File: src/hdl/bmg_pkg.sv
`default_nettype none

package bmg_pkg;

  // Pipeline shape
  localparam int unsigned LOG_CELLS  = 28;
  localparam int unsigned SQRT_CELLS = 27;
  localparam int unsigned SIN_CELLS  = 4;
  localparam int unsigned COS_CELLS  = 5;

  // Fixed-point constants
  localparam logic [31:0] U1_MIN    = 32'd430;
  localparam logic [30:0] LN2X2_Q30 = 31'd1488522236;
  localparam logic [32:0] TWOPI_Q30 = 33'd6746518852;
  localparam logic [30:0] ONE_Q30   = 31'h4000_0000;
  localparam logic [23:0] GAIN_RST  = 24'd4194304;

  typedef struct packed {
    logic [31:0] first_uniform;
    logic [31:0] second_uniform;
    logic        single_mode;
  } in_t;

  typedef struct packed {
    logic signed [31:0] normal_a;
    logic signed [31:0] normal_b;
    logic               pair_valid;
  } out_t;

  // Log cell: normalized mantissa, fraction bits so far, integer part
  typedef struct packed {
    logic [31:0] m;
    logic [27:0] frac;
    logic [4:0]  e;
  } log_t;

  // Square root cell: operand bits still to shift in, remainder, root
  typedef struct packed {
    logic [53:0] x;
    logic [29:0] rem;
    logic [26:0] root;
  } sqrt_t;

  // Horner cell: squared angle and running term
  typedef struct packed {
    logic [29:0] w;
    logic [30:0] k;
  } trig_t;

  // Divisors and floor(2^32 / divisor) for the sine series
  function automatic logic [6:0] sin_div(int unsigned i);
    logic [6:0] d;
    case (i)
      0:       d = 7'd72;
      1:       d = 7'd42;
      2:       d = 7'd20;
      default: d = 7'd6;
    endcase
    return d;
  endfunction

  function automatic logic [31:0] sin_recip(int unsigned i);
    logic [31:0] r;
    case (i)
      0:       r = 32'd59652323;
      1:       r = 32'd102261126;
      2:       r = 32'd214748364;
      default: r = 32'd715827882;
    endcase
    return r;
  endfunction

  // Divisors and reciprocals for the cosine series
  function automatic logic [6:0] cos_div(int unsigned i);
    logic [6:0] d;
    case (i)
      0:       d = 7'd90;
      1:       d = 7'd56;
      2:       d = 7'd30;
      3:       d = 7'd12;
      default: d = 7'd2;
    endcase
    return d;
  endfunction

  function automatic logic [31:0] cos_recip(int unsigned i);
    logic [31:0] r;
    case (i)
      0:       r = 32'd47721858;
      1:       r = 32'd76695844;
      2:       r = 32'd143165576;
      3:       r = 32'd357913941;
      default: r = 32'd2147483648;
    endcase
    return r;
  endfunction

endpackage

`default_nettype wire

File: src/hdl/bmg_log_cell.sv
`default_nettype none

module bmg_log_cell (
  input  wire logic         clk_i,
  input  wire logic         en_i,
  input  wire bmg_pkg::log_t cell_i,
  output bmg_pkg::log_t     cell_o
);

  logic [63:0]   sq;
  logic [32:0]   mm;
  bmg_pkg::log_t cell_d;
  bmg_pkg::log_t cell_q;

  // Square the mantissa and take one fraction bit of log2
  always_comb begin
    sq          = 64'(cell_i.m) * 64'(cell_i.m);
    mm          = sq[63:31];
    cell_d.e    = cell_i.e;
    cell_d.frac = {cell_i.frac[26:0], mm[32]};
    cell_d.m    = mm[32] ? mm[32:1] : mm[31:0];
  end

  always_ff @(posedge clk_i) begin
    if (en_i) begin
      cell_q <= cell_d;
    end
  end

  assign cell_o = cell_q;

endmodule

`default_nettype wire

File: config.mk
export PLATFORM = sky130hd
export DESIGN_NAME = bmg_log_cell
export DESIGN_NICKNAME = d
export VERILOG_FILES = /design/src/hdl/bmg_pkg.sv /design/src/hdl/bmg_log_cell.sv
export SDC_FILE = /design/constraint.sdc
export NUM_CORES = 2
export LEC_CHECK = 0
export ABC_CLOCK_PERIOD_IN_PS = 12700
export BUFFER_PORTS_ARGS = -buffer_cell sky130_fd_sc_hd__clkbuf_2
export CAP_MARGIN = 20
export CORE_MARGIN = 1.5
export CORE_UTILIZATION = 50
export DETAILED_ROUTE_END_ITERATION = 10
export HOLD_SLACK_MARGIN = 0.12
export PLACE_DENSITY_LB_ADDON = 0.1
export SLEW_MARGIN = 0
export SYNTH_ARGS = -nofsm -noshare
export SYNTH_HDL_FRONTEND = slang
export SYNTH_SLANG_ARGS = --single-unit
File: constraint.sdc
create_clock -name clk_i -period 12.7 [get_ports clk_i]
set_clock_uncertainty 0.05 [all_clocks]
set_input_delay 2.54 -clock clk_i [delete_from_list [all_inputs] [get_ports clk_i]]
set_output_delay 2.54 -clock clk_i [all_outputs]
set_load 0.03 [all_outputs]
==> impl_metrics.ini <==
[route]
via_count = 21500
first_pass_iters = 5
viasPerCell = 5.18
wl_per_cell_um = 19.8
ant_nets = 0
routed_wl_um = 82300
drt_iter0_markers = 1088
drc = 0

[clock_tree]
clk_pin_slew_worst_paths_ns = 0.06
clk_path_buf_depth = 2
cts_root_buffer = clkbuf_16
cts.htree.levels = 3
post_cts_resized = 0
cts_hold_buffers = 0
cts_tree = yes
post_cts_buffers = 0
cts.sinks = 65
cts_made_buffers = 9

[critical_path]
start_kind = input pin
critPathMaxFanout = 33
crit_type = in2reg
cp-startpoint = cell_i[49]
path_buf_inv = 6
crit_required_ns = 12.74
crit_path_end_kind = register
critical_path_arrival_ns = 11.38
critPathMaxStageDelay_ns = 0.56
cpMaxStageDelayCell = clkinv_1
crit_top_cell = fa_1
crit_family = adder cells

[yosys]
synth-compound-area-share_pct = 4.69
ys_seq_elements = 65
synth.yosys.seq_area_share_pct = 6.19
yosysUniqueCellTypes = 63
synth_top_area_cell = fa_1
syn_area_per_cell_sq_um = 9.70
synth_fp_nets = 4411
synth_top_area_share_pct = 50.2
synth-simple-area-share_pct = 10.2
synth_mux_area_share_pct = 1.32
synthCells = 3253
synth_top_family_by_area = adder cells
synth_xor_area_share_pct = 2.19
synthFlopType = edfxtp_1
yosys_warnings = 0
synthAdderAreaFrac_pct = 62.1
netlist_area_sq_um = 31500
ys_top_cells_by_area = fa_1, ha_1, inv_1
async_flop_share_pct = 0
synth_enable_flop_cells = 65

[final_layout]
syn2layout_area_growth_pct = 5.60
regArea_sq_um = 1950
fillers = 5743
final_common_cell = inv_1
drive_gt1_share_pct = 6.85
insertedDiodeCount = 0
largest_reg_flops = 65
multi_input_area_sq_um = 25400
layout_common_cells = inv_1, fa_1, ha_1
num-nets-final = 4466

[floorplan]
die_x_um = 254
start_util_pct = 50.8
die_area_sq_um = 64600
die_h_um = 254
coreArea_sq_um = 62100
boundaryPins = 132
fp-row-count = 91

[job]
maxCapViolations = 0

[sta]
min_period_ns = 11.34
setup_tns_ns = 0
maxSlewViolCount = 0
fmaxAchievable_ghz = 0.0882
tightest_slew_ns = 0.961
finalSetupViolCount = 0
post-route-period-util_pct = 89.3
rsz0062_at_grt = false
hold_viol = 0
slew_headroom_pct = 35.9

[hold_path]
min_path_type = in2reg
min_from = cell_i[5]
hold_depth = 1
min_to = cell_o[6]$_DFFE_PP_

[run_status]
status = finished clean

[placed_design]
hpwl_um = 69200
globalplace.congestion = 0.925
io_buffers = 130

[grt]
grt_pass1_vias = 24400
grt_pass1_wl_um = 133000
grt_max_degree = 66
grt_overflow = 0
track_usage_pct = 27.2
antenna_found_initial = 1
## per-layer routing
metal  routed length, um  part of all wire (%)  global-route usage, %
met5                   0                     0                      0
met4                2500                   3.0                   6.80
met3                3030                   3.7                   2.33
met2               43600                    53                   49.9
met1               33100                    40                   34.5
## worst max-delay path by stage
stage                                      end  slack (ns)  depth (start not counted)
after detailed placement  cell_o[35]$_DFFE_PP_        0.95                         26
after global routing      cell_o[36]$_DFFE_PP_        1.06                         26
final                     cell_o[36]$_DFFE_PP_        1.36                         26
after global placement    cell_o[34]$_DFFE_PP_        0.99                         26
after CTS                 cell_o[36]$_DFFE_PP_        1.29                         26
after floorplan           cell_o[37]$_DFFE_PP_        2.47                         30
## cells by family after synthesis
logic type               count (synthesis)
buffers and inverters                 1104
adder cells (fa/ha/maj)               1091
AND/OR/NAND/NOR                        652
AO/OA/AOI/OAI                          229
XOR/XNOR                                79
flip-flops                              65
multiplexers                            33
## Yosys cell counts (2+ instances only)
master	count
nand2_1	283
clkbuf_1	118
a21o_1	38
nor2b_1	11
nand3_1	13
fa_1	791
o21ai_0	37
a211oi_1	5
xor2_1	40
o211ai_1	5
a41o_1	2
or3_1	2
xnor2_1	39
or2_2	7
o31ai_1	2
a41oi_1	3
nor3_1	10
and2_1	228
buf_6	3
and3_1	8
inv_1	977
mux2_4	16
nor4_1	4
mux2i_1	13
a31oi_1	18
mux2_2	4
nor2_1	53
o311ai_0	2
a31o_2	12
nand4_1	19
ha_1	300
a211o_1	6
o21ai_1	4
nand2b_1	6
o21bai_1	9
a21oi_1	69
o21a_1	5
buf_1	2
edfxtp_1	65
## final cells by class
type	count	area share, %
multi-input cells	2084	76.3
repair buffers	170	2.86
clock inverters	3	0.128
clock buffers	12	0.710
well taps	837	3.14
inverters	978	11.0
flip-flops and latches	65	5.86
## per-stage QoR
step	hold slack [ns]	util, %	instances	setup slack (ns)	cell area, sq um
final	2.32	53.7	4149	1.36	33300
after global routing	2.31	53.7	4149	1.06	33300
after CTS	2.31	53.7	4149	1.29	33300
after detailed placement	2.67	53.2	4134	0.954	33000
after global placement	2.67	53.2	4134	0.992	33000
after floorplan	2.59	-	3253	2.47	31500
Power is not shown: default switching activity piles up to over one toggle a cycle in this logic, so the estimate is an artifact.
