File: config.mk
export PLATFORM = sky130hd
export DESIGN_NAME = bmg_sqrt_cell
export DESIGN_NICKNAME = d
export VERILOG_FILES = /design/src/hdl/bmg_pkg.sv /design/src/hdl/bmg_sqrt_cell.sv
export SDC_FILE = /design/constraint.sdc
export NUM_CORES = 1
export LEC_CHECK = 0
export BUFFER_PORTS_ARGS = -buffer_cell sky130_fd_sc_hd__buf_2
export CAP_MARGIN = 20
export CORE_ASPECT_RATIO = 1.1
export CORE_UTILIZATION = 49
export CTS_CLUSTER_SIZE = 16
export DETAILED_ROUTE_END_ITERATION = 12
export PLACE_DENSITY = 0.83
export SLEW_MARGIN = 15
export SYNTH_ARGS = -nofsm -noshare
export SYNTH_HDL_FRONTEND = slang
export SYNTH_SLANG_ARGS = --single-unit
File: constraint.sdc
create_clock -name clk_i -period 3.5 [get_ports clk_i]
set_input_delay 0.7 -clock clk_i [delete_from_list [all_inputs] [get_ports clk_i]]
set_output_delay 0.7 -clock clk_i [all_outputs]
set_load 0.03 [all_outputs]
File: src/hdl/bmg_pkg.sv
`default_nettype none

package bmg_pkg;

  // Pipeline shape
  localparam int unsigned LOG_CELLS  = 28;
  localparam int unsigned SQRT_CELLS = 27;
  localparam int unsigned SIN_CELLS  = 4;
  localparam int unsigned COS_CELLS  = 5;

  // Fixed-point constants
  localparam logic [31:0] U1_MIN    = 32'd430;
  localparam logic [30:0] LN2X2_Q30 = 31'd1488522236;
  localparam logic [32:0] TWOPI_Q30 = 33'd6746518852;
  localparam logic [30:0] ONE_Q30   = 31'h4000_0000;
  localparam logic [23:0] GAIN_RST  = 24'd4194304;

  typedef struct packed {
    logic [31:0] first_uniform;
    logic [31:0] second_uniform;
    logic        single_mode;
  } in_t;

  typedef struct packed {
    logic signed [31:0] normal_a;
    logic signed [31:0] normal_b;
    logic               pair_valid;
  } out_t;

  // Log cell: normalized mantissa, fraction bits so far, integer part
  typedef struct packed {
    logic [31:0] m;
    logic [27:0] frac;
    logic [4:0]  e;
  } log_t;

  // Square root cell: operand bits still to shift in, remainder, root
  typedef struct packed {
    logic [53:0] x;
    logic [29:0] rem;
    logic [26:0] root;
  } sqrt_t;

  // Horner cell: squared angle and running term
  typedef struct packed {
    logic [29:0] w;
    logic [30:0] k;
  } trig_t;

  // Divisors and floor(2^32 / divisor) for the sine series
  function automatic logic [6:0] sin_div(int unsigned i);
    logic [6:0] d;
    case (i)
      0:       d = 7'd72;
      1:       d = 7'd42;
      2:       d = 7'd20;
      default: d = 7'd6;
    endcase
    return d;
  endfunction

  function automatic logic [31:0] sin_recip(int unsigned i);
    logic [31:0] r;
    case (i)
      0:       r = 32'd59652323;
      1:       r = 32'd102261126;
      2:       r = 32'd214748364;
      default: r = 32'd715827882;
    endcase
    return r;
  endfunction

  // Divisors and reciprocals for the cosine series
  function automatic logic [6:0] cos_div(int unsigned i);
    logic [6:0] d;
    case (i)
      0:       d = 7'd90;
      1:       d = 7'd56;
      2:       d = 7'd30;
      3:       d = 7'd12;
      default: d = 7'd2;
    endcase
    return d;
  endfunction

  function automatic logic [31:0] cos_recip(int unsigned i);
    logic [31:0] r;
    case (i)
      0:       r = 32'd47721858;
      1:       r = 32'd76695844;
      2:       r = 32'd143165576;
      3:       r = 32'd357913941;
      default: r = 32'd2147483648;
    endcase
    return r;
  endfunction

endpackage

`default_nettype wire

File: src/hdl/bmg_sqrt_cell.sv
`default_nettype none

module bmg_sqrt_cell (
  input  wire logic          clk_i,
  input  wire logic          en_i,
  input  wire bmg_pkg::sqrt_t cell_i,
  output bmg_pkg::sqrt_t     cell_o
);

  logic [31:0]    cur;
  logic [31:0]    trial;
  bmg_pkg::sqrt_t cell_d;
  bmg_pkg::sqrt_t cell_q;

  // Shift in two operand bits and decide one root bit
  always_comb begin
    cur      = {cell_i.rem, cell_i.x[53:52]};
    trial    = 32'({cell_i.root, 2'b01});
    cell_d.x = {cell_i.x[51:0], 2'b00};
    if (cur >= trial) begin
      cell_d.rem  = 30'(cur - trial);
      cell_d.root = {cell_i.root[25:0], 1'b1};
    end else begin
      cell_d.rem  = 30'(cur);
      cell_d.root = {cell_i.root[25:0], 1'b0};
    end
  end

  always_ff @(posedge clk_i) begin
    if (en_i) begin
      cell_q <= cell_d;
    end
  end

  assign cell_o = cell_q;

endmodule

`default_nettype wire

==> flow_summary.toml <==
[synth]
syn_inst = 415
async_flop_share = 0
postSynthAreaPerCell_um2 = 13.3
synth_area_mm2 = 0.00553
yosysWarnings = 0
synth_mux_area_frac = 0.0566
ys_types = 59
synth-compound-area-share = 0.130
ys_top_cells_by_area = "edfxtp_1 59%, ha_1 6.6%, mux2_4 4.9%"
yosys.area.top_type = "edfxtp_1"
synthAdderAreaFrac = 0.0656
synth_ff_type = "edfxtp_1"
ys_seq_area_frac = 0.592
synth_top_area_share = 0.592
synth-edff-count = 109
synth-simple-area-share = 0.0726
synth-seq-cells = 109
synth_top_family_by_area = "compound AO/OA/AOI/OAI gates"
synth_xor_area_frac = 0.0380

[worst_setup_path]
worstPathArrival_ns = 3.18
max_stage_delay_ns = 0.36
worstSetupPathType = "input port to flop"
crit_path_max_fanout = 5
startpoint = "cell_i[1]"
critPathCaptureType = "flop"
crit_cells = 11
path_delay_family = "compound AO/OA/AOI/OAI gates"
crit_top_cell = "a31oi_1"
cp_cell_sequence = "buf_2, inv_1, ha_1, o21ai_0, a22oi_2, a31oi_1, nand2_1, a31oi_1, a31oi_1, a41oi_1, mux2_1"
worstPathRequired_ns = 3.61
cpMaxStageDelayCell = "ha_1"
cp-start-kind = "input port"
crit_end = "cell_o[56]"
critPathBufInv = 2

[drt]
viasPerCell = 5.30
drtIter0Drc = 237
drc = 0
vias = 4190
routed_wl_mm = 14.0
ant_nets = 0
routedWlPerCell_um = 17.7
detailedRoute.firstPassIterationCount = 5

[timing]
slew_violations = 0
timing.hold.ws_ns = 0.518
grt_setup_unrepaired = "false"
finalSetupTns_ns = 0
setup_violations = 0
hold_viol_final = 0
worstMarginPinSlew_ns = 0.578
fin_crit_sh = 0.879
maxSlewHeadroom = 0.615
period_minus_slack_ns = 3.08
clock.fmax_mhz = 325

[hold_path]
whs_path_depth = 1
min_path_type = "input port to flop"

[place]
dpl.hpwl_mm = 11.0
numPortBuffers = 221
gp_congestion = 0.892
dp_cells = 775

[cts]
path_clk_slew_ns = 0.07
cts_buffers = 9
root_buffer = "clkbuf_16"
cts_hold_buf = 0
cts.sinks = 109
clk_path_buf_depth = 2
cts_tree = "yes"
cts_resized = 0
h-tree-depth = 3
postCtsSetupBuffers = 0

[floorplan]
die_w_um = 103
die_area_mm2 = 0.0117
io_pins = 224
fp.dieH_um = 113
fp.coreArea_mm2 = 0.0110
num_rows = 40
start_util = 0.505

[finish]
fin_cells = 791
fillCellCount = 818
syn2layout_area_growth_pct = 28.1
drive_gt1_frac = 0.432
layout_common_cells = "220 x buf_2, 109 x edfxtp_1, 35 x inv_1, 29 x ha_1, 26 x a21oi_1"
num_antenna_cells = 0
fin_nets = 781
post-route-util = 0.646
final_common_cell = "buf_2"
largest_reg_flops = 109

[global_route]
antenna_found_initial = 0
grt_overflow_total = 0
grt_max_degree = 68
grt_pass1_wl_mm = 20.7
grt_pass1_vias = 4154
grt_usage = 0.239

[job]
maxCapViolations = 0

[pwr]
p_leak_uw = 0.00318
peakVddDrop_mv = 0.303
p_total_uw = 3710
p_per_area_mw_per_mm2 = 524

[outcome]
status = "complete, no violations"
## Yosys cell counts (3+ instances only)
| master | number |
|---|---|
| nor3_1 | 11 |
| inv_1 | 35 |
| a21oi_2 | 3 |
| nand2_1 | 20 |
| buf_4 | 4 |
| and3_1 | 5 |
| a21oi_1 | 26 |
| xnor2_1 | 18 |
| a31oi_1 | 9 |
| ha_1 | 29 |
| mux2_4 | 18 |
| a21o_1 | 9 |
| nor2b_1 | 4 |
| xor2_1 | 6 |
| clkbuf_1 | 4 |
| o21a_1 | 6 |
| o21bai_1 | 3 |
| edfxtp_1 | 109 |
| o31ai_1 | 4 |
| nand2_2 | 4 |
| nand4_1 | 5 |
| nand3_1 | 4 |
| o21ai_0 | 24 |
| nor2_1 | 12 |
## per-layer routing
metal / track usage / share of wire / up-vias
met3: 0.0766 / 0.093 / 24
li1: - / - / 2005
met2: 0.433 / 0.52 / 191
met4: 0.0836 / 0.020 / 0
met1: 0.259 / 0.37 / 1970
met5: 0 / 0 / -
## report_power, final
| group | internal [µW] | total [µW] | switching [µW] | leakage, µW |
|---|---|---|---|---|
| combinational | 356 | 976 | 619 | 0.00196 |
| sequential | 1600 | 1640 | 36.1 | 0.00107 |
| clock | 634 | 1100 | 464 | 0.000157 |
## per-stage QoR
stage | cell area (µm²) | worst slack (ns)
floorplan | 5530 | 0.488
global placement | 6760 | 0.185
detailed placement | 6760 | 0.125
CTS | 7080 | 0.481
global route | 7080 | 0.197
finish | 7080 | 0.423
## worst min path at each step
stage               startpoint          end  slack, ns
global placement    cell_i[95]   cell_o[97]       0.88
finish              cell_i[69]   cell_o[71]       0.52
global route        cell_i[69]   cell_o[71]       0.51
CTS                 cell_i[69]   cell_o[71]       0.51
detailed placement  cell_i[69]   cell_o[71]       0.88
floorplan           cell_i[98]  cell_o[100]       0.80
## logic make-up (layout without fill, tap and decap cells)
group / after synthesis / count (layout)
XOR/XNOR: 24 / 24
flip-flops: 109 / 109
buffers and inverters: 49 / 277
AO/OA/AOI/OAI: 105 / 105
multiplexers: 22 / 22
adder cells (fa/ha/maj): 29 / 29
other: 1 / 2
AND/OR/NAND/NOR: 76 / 76
## final cells by class
class | instances | area, µm² | share of cell area
inverters | 36 | 143 | 0.0201
multi-input cells | 258 | 2010 | 0.284
well taps | 147 | 184 | 0.0260
flip-flops and latches | 109 | 3270 | 0.462
clock inverters | 6 | 92.6 | 0.0131
repair buffers | 225 | 1150 | 0.162
clock buffers | 10 | 229 | 0.0323
Power figures use the tool's default switching activity.
